File: src/rtl/hocpg_pkg.sv
// shared types, constants and microcode for the hopf pattern generator
package hocpg_pkg;

   localparam int FRAC_BITS = 24;
   localparam int OPW       = 33;
   localparam int PRODW     = 2 * OPW;
   localparam int ACCW      = 64;
   localparam int TIMEW     = 48;
   localparam int TICKW     = 32;
   localparam int STEP_W    = 5;

   localparam logic signed [31:0] Q_ONE     = 32'(longint'(1) << FRAC_BITS);
   localparam logic signed [31:0] OSC_INIT  = 32'(((longint'(1) << FRAC_BITS) + 5) / 10);
   localparam logic signed [31:0] MU_INIT   =
      32'((78 * (longint'(1) << FRAC_BITS) + 50) / 100);
   localparam logic signed [31:0] OMEGA_INIT =
      32'((21 * (longint'(1) << FRAC_BITS) + 5) / 10);
   localparam logic [30:0]        SLOPE_INIT = 31'(((longint'(1) << FRAC_BITS) + 15) / 30);
   localparam logic [15:0]        GAIN_INIT  = 16'd5000;
   localparam logic [31:0]        START_INIT = 32'd3000;
   localparam logic [31:0]        STOP_INIT  = 32'd30000;
   localparam logic [31:0]        RAMP_INIT  = 32'd2000;

   // microcode step numbers the sequencer cares about
   localparam logic [STEP_W-1:0] STEP_NY_LAST = 5'd23;
   localparam logic [STEP_W-1:0] STEP_VX      = 5'd26;
   localparam logic [STEP_W-1:0] STEP_LAST    = 5'd29;

   typedef enum logic [2:0] {
      CSR_MU, CSR_OMEGA, CSR_GAIN, CSR_START, CSR_STOP, CSR_RAMP, CSR_SLOPE
   } csr_index_type;

   typedef enum logic [1:0] {
      RUN_IDLE    = 2'd0,
      RUN_ACTIVE  = 2'd1,
      RUN_STOPPED = 2'd2
   } run_status_type;

   typedef enum logic [2:0] {
      ST_IDLE, ST_EVAL, ST_MUL, ST_ACC, ST_DONE
   } seq_state_type;

   typedef enum logic [4:0] {
      OP_X, OP_Y, OP_MU, OP_OM, OP_ONE, OP_A, OP_DX, OP_DY, OP_RR, OP_RDR,
      OP_M, OP_DDX, OP_DDY, OP_H, OP_H2, OP_NEG2, OP_NX, OP_NY, OP_FAC,
      OP_VX, OP_VY, OP_GAIN, OP_LO, OP_HI, OP_SLOPE
   } opnd_type;

   typedef enum logic [2:0] {
      SH_F, SH_F1, SH_ZERO, SH_DRV, SH_RAWF, SH_RAW0
   } shift_type;

   typedef enum logic [4:0] {
      DST_NONE, DST_RR, DST_A, DST_DX, DST_DY, DST_RDR, DST_M, DST_DDX,
      DST_DDY, DST_H2, DST_NX, DST_NY, DST_FAC, DST_VX, DST_VY, DST_DRX,
      DST_DRY
   } dest_type;

   typedef struct packed {
      opnd_type  op_a;
      opnd_type  op_b;
      shift_type shift;
      logic      neg;
      logic      first;
      logic      last;
      dest_type  dest;
   } uop_type;

   typedef struct packed {
      logic              accept;
      logic              mul_en;
      logic              acc_en;
      logic [STEP_W-1:0] step;
      logic              load_out;
   } cmd_type;

   typedef struct packed {
      logic running;
      logic ramp;
   } stat_type;

   function automatic uop_type mk(input opnd_type a, input opnd_type b,
                                  input shift_type sh, input logic neg,
                                  input logic first, input logic last,
                                  input dest_type d);
      uop_type u;
      u.op_a  = a;
      u.op_b  = b;
      u.shift = sh;
      u.neg   = neg;
      u.first = first;
      u.last  = last;
      u.dest  = d;
      return u;
   endfunction

   function automatic uop_type uop_rom(input logic [STEP_W-1:0] step);
      uop_type u;
      case (step)
         5'd0:    u = mk(OP_X,    OP_X,     SH_F,    1'b0, 1'b1, 1'b0, DST_NONE);
         5'd1:    u = mk(OP_Y,    OP_Y,     SH_F,    1'b0, 1'b0, 1'b1, DST_RR);
         5'd2:    u = mk(OP_MU,   OP_ONE,   SH_F,    1'b0, 1'b1, 1'b0, DST_NONE);
         5'd3:    u = mk(OP_RR,   OP_ONE,   SH_F,    1'b1, 1'b0, 1'b1, DST_A);
         5'd4:    u = mk(OP_A,    OP_X,     SH_F,    1'b0, 1'b1, 1'b0, DST_NONE);
         5'd5:    u = mk(OP_OM,   OP_Y,     SH_F,    1'b1, 1'b0, 1'b1, DST_DX);
         5'd6:    u = mk(OP_A,    OP_Y,     SH_F,    1'b0, 1'b1, 1'b0, DST_NONE);
         5'd7:    u = mk(OP_OM,   OP_X,     SH_F,    1'b0, 1'b0, 1'b1, DST_DY);
         5'd8:    u = mk(OP_X,    OP_DX,    SH_F,    1'b0, 1'b1, 1'b0, DST_NONE);
         5'd9:    u = mk(OP_Y,    OP_DY,    SH_F,    1'b0, 1'b0, 1'b1, DST_RDR);
         5'd10:   u = mk(OP_RDR,  OP_NEG2,  SH_ZERO, 1'b0, 1'b1, 1'b1, DST_M);
         5'd11:   u = mk(OP_M,    OP_X,     SH_F,    1'b0, 1'b1, 1'b0, DST_NONE);
         5'd12:   u = mk(OP_A,    OP_DX,    SH_F,    1'b0, 1'b0, 1'b0, DST_NONE);
         5'd13:   u = mk(OP_OM,   OP_DY,    SH_F,    1'b1, 1'b0, 1'b1, DST_DDX);
         5'd14:   u = mk(OP_M,    OP_Y,     SH_F,    1'b0, 1'b1, 1'b0, DST_NONE);
         5'd15:   u = mk(OP_A,    OP_DY,    SH_F,    1'b0, 1'b0, 1'b0, DST_NONE);
         5'd16:   u = mk(OP_OM,   OP_DX,    SH_F,    1'b0, 1'b0, 1'b1, DST_DDY);
         5'd17:   u = mk(OP_H,    OP_H,     SH_F,    1'b0, 1'b1, 1'b1, DST_H2);
         5'd18:   u = mk(OP_X,    OP_ONE,   SH_F,    1'b0, 1'b1, 1'b0, DST_NONE);
         5'd19:   u = mk(OP_DX,   OP_H,     SH_F,    1'b0, 1'b0, 1'b0, DST_NONE);
         5'd20:   u = mk(OP_DDX,  OP_H2,    SH_F1,   1'b0, 1'b0, 1'b1, DST_NX);
         5'd21:   u = mk(OP_Y,    OP_ONE,   SH_F,    1'b0, 1'b1, 1'b0, DST_NONE);
         5'd22:   u = mk(OP_DY,   OP_H,     SH_F,    1'b0, 1'b0, 1'b0, DST_NONE);
         5'd23:   u = mk(OP_DDY,  OP_H2,    SH_F1,   1'b0, 1'b0, 1'b1, DST_NY);
         5'd24:   u = mk(OP_LO,   OP_SLOPE, SH_RAWF, 1'b0, 1'b1, 1'b0, DST_NONE);
         5'd25:   u = mk(OP_HI,   OP_SLOPE, SH_RAW0, 1'b0, 1'b0, 1'b1, DST_FAC);
         5'd26:   u = mk(OP_NX,   OP_FAC,   SH_F,    1'b0, 1'b1, 1'b1, DST_VX);
         5'd27:   u = mk(OP_NY,   OP_FAC,   SH_F,    1'b0, 1'b1, 1'b1, DST_VY);
         5'd28:   u = mk(OP_GAIN, OP_VX,    SH_DRV,  1'b0, 1'b1, 1'b1, DST_DRX);
         5'd29:   u = mk(OP_GAIN, OP_VY,    SH_DRV,  1'b0, 1'b1, 1'b1, DST_DRY);
         default: u = mk(OP_X,    OP_X,     SH_F,    1'b0, 1'b1, 1'b0, DST_NONE);
      endcase
      return u;
   endfunction

   function automatic logic signed [31:0] sat32(input logic signed [PRODW-1:0] v);
      if (v > 66'sd2147483647) begin
         return 32'sh7fffffff;
      end else if (v < -66'sd2147483648) begin
         return 32'sh80000000;
      end else begin
         return v[31:0];
      end
   endfunction

endpackage

File: src/rtl/hocpg_ctrl.sv
// sequencer for the hopf pattern generator: handshakes and microcode stepping
module hocpg_ctrl import hocpg_pkg::*; (
   input  logic     clock,
   input  logic     reset,
   input  logic     req_valid,
   output logic     req_ready,
   output logic     rsp_valid,
   input  logic     rsp_ready,
   input  stat_type stat,
   output cmd_type  cmd
);

   seq_state_type     state_ff, state_in;
   logic [STEP_W-1:0] step_ff, step_in;
   logic              rsp_valid_ff, rsp_valid_in;

   always_ff @(posedge clock) begin
      if (reset) begin
         state_ff     <= ST_IDLE;
         step_ff      <= '0;
         rsp_valid_ff <= 1'b0;
      end else begin
         state_ff     <= state_in;
         step_ff      <= step_in;
         rsp_valid_ff <= rsp_valid_in;
      end
   end

   always_comb begin
      state_in     = state_ff;
      step_in      = step_ff;
      req_ready    = 1'b0;
      cmd.accept   = 1'b0;
      cmd.mul_en   = 1'b0;
      cmd.acc_en   = 1'b0;
      cmd.load_out = 1'b0;
      cmd.step     = step_ff;
      case (state_ff)
         ST_IDLE: begin
            req_ready = 1'b1;
            if (req_valid) begin
               cmd.accept = 1'b1;
               state_in   = ST_EVAL;
            end
         end
         ST_EVAL: begin
            step_in  = '0;
            state_in = stat.running ? ST_MUL : ST_DONE;
         end
         ST_MUL: begin
            cmd.mul_en = 1'b1;
            state_in   = ST_ACC;
         end
         ST_ACC: begin
            cmd.acc_en = 1'b1;
            if (step_ff == STEP_LAST) begin
               state_in = ST_DONE;
            end else begin
               // no ramp: skip the ramp factor steps
               step_in  = (step_ff == STEP_NY_LAST && !stat.ramp) ? STEP_VX
                                                                  : step_ff + STEP_W'(1);
               state_in = ST_MUL;
            end
         end
         ST_DONE: begin
            if (!rsp_valid_ff || rsp_ready) begin
               cmd.load_out = 1'b1;
               state_in     = ST_IDLE;
            end
         end
         default: state_in = ST_IDLE;
      endcase
      rsp_valid_in = cmd.load_out ? 1'b1 : (rsp_ready ? 1'b0 : rsp_valid_ff);
   end

   assign rsp_valid = rsp_valid_ff;

   a_load_slot_free: assert property (@(posedge clock) disable iff (reset)
      cmd.load_out |-> (!rsp_valid_ff || rsp_ready))
      else $error("result loaded over an untaken result");

   a_last_step_done: assert property (@(posedge clock) disable iff (reset)
      (state_ff == ST_ACC && step_ff == STEP_LAST) |=> state_ff == ST_DONE)
      else $error("sequencer missed the end of the microcode");

   a_idle_skips_math: assert property (@(posedge clock) disable iff (reset)
      (state_ff == ST_EVAL && !stat.running) |=> state_ff == ST_DONE)
      else $error("oscillator stepped outside the active window");

   a_busy_no_accept: assert property (@(posedge clock) disable iff (reset)
      (state_ff == ST_MUL || state_ff == ST_ACC) |-> !req_ready)
      else $error("transfer taken while the datapath is busy");

endmodule

File: config.mk
export PLATFORM = sky130hd
export DESIGN_NAME = hocpg_ctrl
export DESIGN_NICKNAME = d
export VERILOG_FILES = /design/src/rtl/hocpg_pkg.sv /design/src/rtl/hocpg_ctrl.sv
export SDC_FILE = /design/constraint.sdc
export NUM_CORES = 1
export LEC_CHECK = 0
export BUFFER_PORTS_ARGS = -buffer_cell sky130_fd_sc_hd__buf_2
export CAP_MARGIN = 15
export CORE_AREA = 2 2 39 41
export CTS_BUF_LIST = sky130_fd_sc_hd__clkbuf_2 sky130_fd_sc_hd__clkbuf_4 sky130_fd_sc_hd__clkbuf_8
export CTS_CLUSTER_SIZE = 28
export DETAILED_ROUTE_END_ITERATION = 8
export DIE_AREA = 0 0 41 43
export HOLD_SLACK_MARGIN = 0.05
export PLACE_DENSITY = 0.69
export SYNTH_ARGS = -nofsm -noshare
export SYNTH_HDL_FRONTEND = slang
export SYNTH_SLANG_ARGS = --single-unit
File: constraint.sdc
create_clock -name clock -period 2.4 [get_ports clock]
set_input_delay 0.24 -clock clock [delete_from_list [all_inputs] [get_ports clock]]
set_output_delay 0.24 -clock clock [all_outputs]
set_load 0.01 [all_outputs]
* Yosys cells after proc, flatten, opt, wreduce, memory -nomap -nowiden
Index checks and enable logic that the tools add are counted.
** Storage, ports and cells
- Register bits :: 9
- Input port bits :: 6
- Output and inout bits :: 11
- Word-level logic and storage cells :: 39
** Cells by class
- $add $sub $neg :: 1
- Equality and inequality tests :: 9
- Multiplexer cells :: 17
- Reductions and logical operators :: 9
** Operator list (number)
- $pmux W3 S5 :: 1
- $mux W3 :: 4
- $eq A5 B5 Y1 const B :: 2
- $mux W5 :: 2
- $pmux W5 S2 :: 1
- $mux W1 :: 9
- $eq A3 B2 Y1 const B :: 2
- $ne A2 B2 Y1 const B :: 3
- $add A5 B1 Y5 const B :: 1
- $reduce_and A2 Y1 :: 2
- $reduce_bool A2 Y1 :: 2
- $eq A3 B1 Y1 const B :: 1
- $eq A3 B3 Y1 const B :: 1
- $logic_not A3 Y1 :: 1
- $logic_not A1 Y1 :: 2
- $logic_and A1 B1 Y1 :: 1
- $logic_or A1 B1 Y1 :: 1

* Logic depth before layout (Yosys ltp)
- Depth after elaboration :: 5
- Gate-level depth with buffers :: 6
- Gate-level depth less buffers :: 6

* Worst setup path after synthesis
No wires, ideal clock.
- Path kind :: register to register
- From :: register step_ff[1]
- To :: register state_ff[1]
- Setup time :: 0.103 ns
- Arrival time :: 1.311 ns
- Required time :: 2.297 ns
- Slack :: 0.986 ns
- Cell stages (with the launch flop) :: 7
- Buffers on the path :: 0
- Clock period less this slack :: 1.414 ns
- Cell sequence :: dfxtp_1 > inv_1 > ha_1 > and4_4 > nand2_1 > a22oi_2 > a2111oi_2
** Between the ends
- Cells in the longest elaborated chain, start to end :: 3
** RTL lines
- start, declared :: RTL line hocpg_ctrl.sv:14 : logic [STEP_W-1:0] step_ff, step_in;
- start signal, assigned :: RTL line hocpg_ctrl.sv:24 : step_ff <= step_in;
- $eq A5 B5 Y1 :: RTL line hocpg_ctrl.sv:56 : if (step_ff == STEP_LAST) begin
- $mux W3 :: RTL line hocpg_ctrl.sv:56
- $pmux W3 S5 :: RTL line hocpg_ctrl.sv:38 : case (state_ff)
- end signal, assigned :: RTL line hocpg_ctrl.sv:23 : state_ff <= state_in;
- end, declared :: RTL line hocpg_ctrl.sv:13 : seq_state_type state_ff, state_in;
Every way passes these cells.
A chain may end at the register's enable or synchronous reset.

==> metrics.log <==
[metrics] combinational power share: 0.113
[metrics] via count: 546
[metrics] unique cell type count in the Yosys netlist: 35
[metrics] global routing usage summed across all routing layers: 0.163
[metrics] RSZ-0062 raised after global routing: false
[metrics] wirelength, routed: 1220 um
[metrics] cells taking the most area after synthesis: sky130_fd_sc_hd__dfxtp_1 31%, sky130_fd_sc_hd__ha_1 4.3%, sky130_fd_sc_hd__a211oi_1 3.9%, sky130_fd_sc_hd__buf_6 3.9%, sky130_fd_sc_hd__nor2_1 3.2%
[metrics] Total Power Consumption: 0.000331 W
[metrics] sum of overflow across all layers after global routing: 0
[metrics] required time of the worst setup path: 2160 ps
[metrics] routed length per placed instance: 12.6 um
[metrics] slowest CP cell: sky130_fd_sc_hd__dfxtp_1
[metrics] Placed Instance Area: 639 um2
[metrics] number of buffers added for setup after CTS: 0
[metrics] horizontal extent of the die: 41 um
[metrics] H-Tree Level Count: 1
[metrics] category of the critical setup timing path: reg2out
[metrics] routability congestion estimate from global placement: 0.817
[metrics] insertion delay of the later-clocked pin in the worst-skew pair: 270 ps
[metrics] top achievable clock speed: 625 MHz
[metrics] relative max-transition margin: 0.671
[metrics] sequential element share of the synthesized area: 0.310
[metrics] Nets: 90
[metrics] maximum clock skew at final layout: 9.40 ps
[metrics] setup slack after placement: 950 ps
[metrics] switching part of the total: 0.261
[metrics] setup violators final: 0
[metrics] Die Y: 43 um
[metrics] status: finished, final reports clean
[metrics] number of antenna violations at the first check in global routing: 0
[metrics] area used by multi-input combinational logic: 352 um2
[metrics] Warnings, synthesis: 0
[metrics] internal power summed over all cells: 0.000244 W
[metrics] Std-Cell Rows: 14
[metrics] half-perimeter wire length after detailed placement: 853 um
[metrics] number of synthesized register bits: 9
[metrics] Area growth, synth to finish: 15.3%
[metrics] number of search-and-repair iterations in the first detailed-routing pass: 4
[metrics] number of buffer cells added on primary ports: 16
[metrics] arrival time at the worst endpoint: 1360 ps
[metrics] path category of the worst min-delay check: in2reg
[metrics] cell area power density: 494 nW/um2
[metrics] highest fanout seen on the critical path: 16
[metrics] final critical-path required period: 1600 ps
[metrics] clock buffer count from CTS: 3
[metrics] Post-CTS Hold Buffers: 0
[metrics] leak pwr: 0.264 nW
[metrics] vias per inst: 5.63
[metrics] relative contribution of the clock network to total power: 0.407
[metrics] total negative slack for setup checks: 0 ps
[metrics] number of top-level pins: 17
[metrics] FF+latch area: 180 um2
[metrics] wire length of the first global-routing pass: 1950 um
[metrics] cells after synthesis: 66
[metrics] minimum setup slack in the final design: 800 ps
[metrics] share of final-layout standard cells stronger than drive strength 1: 0.370
[metrics] maximum resistive drop on vdd: 0.249 mV
[metrics] Final Hold Fails: 0
[metrics] max-slew violation count: 0
[metrics] number of gates resized after cts: 0
[metrics] root buffer cell: sky130_fd_sc_hd__clkbuf_4
[metrics] switching power total: 0.0000865 W
[metrics] Setup crit end kind: primary output
[metrics] part of the cycle the worst path needs: 0.667
[metrics] pin count of the biggest net entering global routing: 17
[metrics] leading area contributor after synthesis: sky130_fd_sc_hd__dfxtp_1
[metrics] count of maximum capacitance violations: 0
[metrics] remaining antenna violation count: 0
[metrics] Fillers: 143
[metrics] cell chain of the critical path: nor3_1 -> and2_1 -> buf_2
[metrics] via count of the first global-routing pass: 455
[metrics] drt drc: 0
[metrics] Post-Synthesis Cell Area: 581 um2
[metrics] critical path launch point type: flop
[metrics] Floorplan Core Area: 1380 um2
[metrics] starting DRC count in detailed routing: 7
[metrics] die footprint: 1760 um2
[metrics] clk sinks: 9
[metrics] number of nets produced by synthesis: 74
[metrics] ANT cells: 0
[metrics] portion of total power attributed to sequential cells: 0.480
[metrics] biggest cell delay along the critical path: 460 ps
[metrics] Avg Inst Size Synth: 8.80 um2
[metrics] cell area after layout: 669 um2
[metrics] CTS tree: done
[metrics] initial core utilization: 0.420
[metrics] maximum number of buffers from clock root to sink: 2
[metrics] area share of the largest cell type after synthesis: 0.310
[metrics] register clock-pin slew on the reported worst setup and hold paths: 60 ps
[metrics] Slew @ Worst Pin: 494 ps
-- cell type report --
type	instances	area share
Clock buffer	4	0.0449
Inverter	2	0.0112
Multi-Input combinational cell	50	0.525
Sequential cell	9	0.269
Tap cell	16	0.0299
Timing Repair Buffer	16	0.120
-- registers in the layout, summed over array words and instances (netlist names) --
name,cells
rsp_valid,1
step_ff,5
state_ff,3
-- power groups by stage --
stage | combinational (W) | sequential [W] | clock [W]
after floorplan | 0.0000322 | 0.000159 | 0
after global placement | 0.0000369 | 0.000162 | 0
after detailed placement | 0.0000372 | 0.000162 | 0
after CTS | 0.0000374 | 0.000159 | 0.000138
after global routing | 0.0000423 | 0.000160 | 0.000145
final | 0.0000375 | 0.000159 | 0.000134
-- routing by layer --
metal | vias to the layer above | GRT usage | part of all wire
li1 | 274 | - | -
met1 | 260 | 0.213 | 0.47
met2 | 10 | 0.222 | 0.49
met3 | 2 | 0.0471 | 0.025
met4 | 0 | 0.107 | 0.0074
met5 | - | 0 | 0
-- worst max-delay path: cells and delay by family, from the launching register on --
kind | cells | cell delay (ps)
buf+inv | 1 | 120
flops | 1 | 460
simple gates | 2 | 520
-- cells in the mapped netlist, drive strengths merged --
| master | n |
|---|---|
| a211oi | 3 |
| ha | 2 |
| nand2 | 4 |
| a21o | 1 |
| clkbuf | 1 |
| a311oi | 1 |
| a31oi | 2 |
| nor3 | 1 |
| nand3 | 2 |
| nand2b | 1 |
| and2b | 1 |
| or2 | 1 |
| nor2b | 3 |
| a41oi | 1 |
| nor2 | 6 |
| buf | 4 |
| a22oi | 1 |
| and2 | 2 |
| nand4 | 2 |
| a2111oi | 1 |
| nor4 | 1 |
| nand4b | 2 |
| inv | 2 |
| dfxtp | 9 |
| o21ai | 4 |
| nor3b | 2 |
| o21a | 1 |
| a21oi | 4 |
| and4 | 1 |
-- cells in the final DEF, fill, tap and decap left out, types with 2 or more instances in the layout --
cell type	n
sky130_fd_sc_hd__a211oi_1	3
sky130_fd_sc_hd__nand4_1	2
sky130_fd_sc_hd__nor2b_1	3
sky130_fd_sc_hd__buf_2	16
sky130_fd_sc_hd__a31oi_1	2
sky130_fd_sc_hd__ha_1	2
sky130_fd_sc_hd__nand4b_1	2
sky130_fd_sc_hd__nor2_1	5
sky130_fd_sc_hd__a21oi_2	2
sky130_fd_sc_hd__a21oi_1	2
sky130_fd_sc_hd__nand3_1	2
sky130_fd_sc_hd__o21ai_1	3
sky130_fd_sc_hd__nand2_1	4
sky130_fd_sc_hd__inv_1	2
sky130_fd_sc_hd__clkbuf_4	4
sky130_fd_sc_hd__dfxtp_1	9
-- kinds of logic (layout without fill, tap and decap cells) --
kind of cell	after synthesis	count (layout)	share of synthesized area
AND/OR/NAND/NOR	29	29	0.304
buffers and inverters	7	22	0.0840
adder cells (fa/ha/maj)	2	2	0.0431
flip-flops	9	9	0.310
AO/OA/AOI/OAI	19	19	0.259
-- final timing paths --
check / startpoint / to / slack, ps / cells past startpoint
max: state_ff[1]$_SDFFE_PP0P_ / cmd[8] / 800 / 3
min: req_valid / state_ff[1]$_SDFFE_PP0P_ / 260 / 3
max reg2reg: step_ff[1]$_SDFFE_PP0P_ / state_ff[1]$_SDFFE_PP0P_ / 910 / 6
min reg2reg: step_ff[0]$_SDFFE_PP0P_ / step_ff[0]$_SDFFE_PP0P_ / 580 / 2
-- through the flow --
step,hold slack (ps),std cells,util
floorplan,390,66,-
global placement,527,93,0.462
detailed placement,527,93,0.462
CTS,249,97,0.484
global route,264,97,0.484
finish,256,97,0.484
Note: power is estimated with default switching activity, not from simulation.
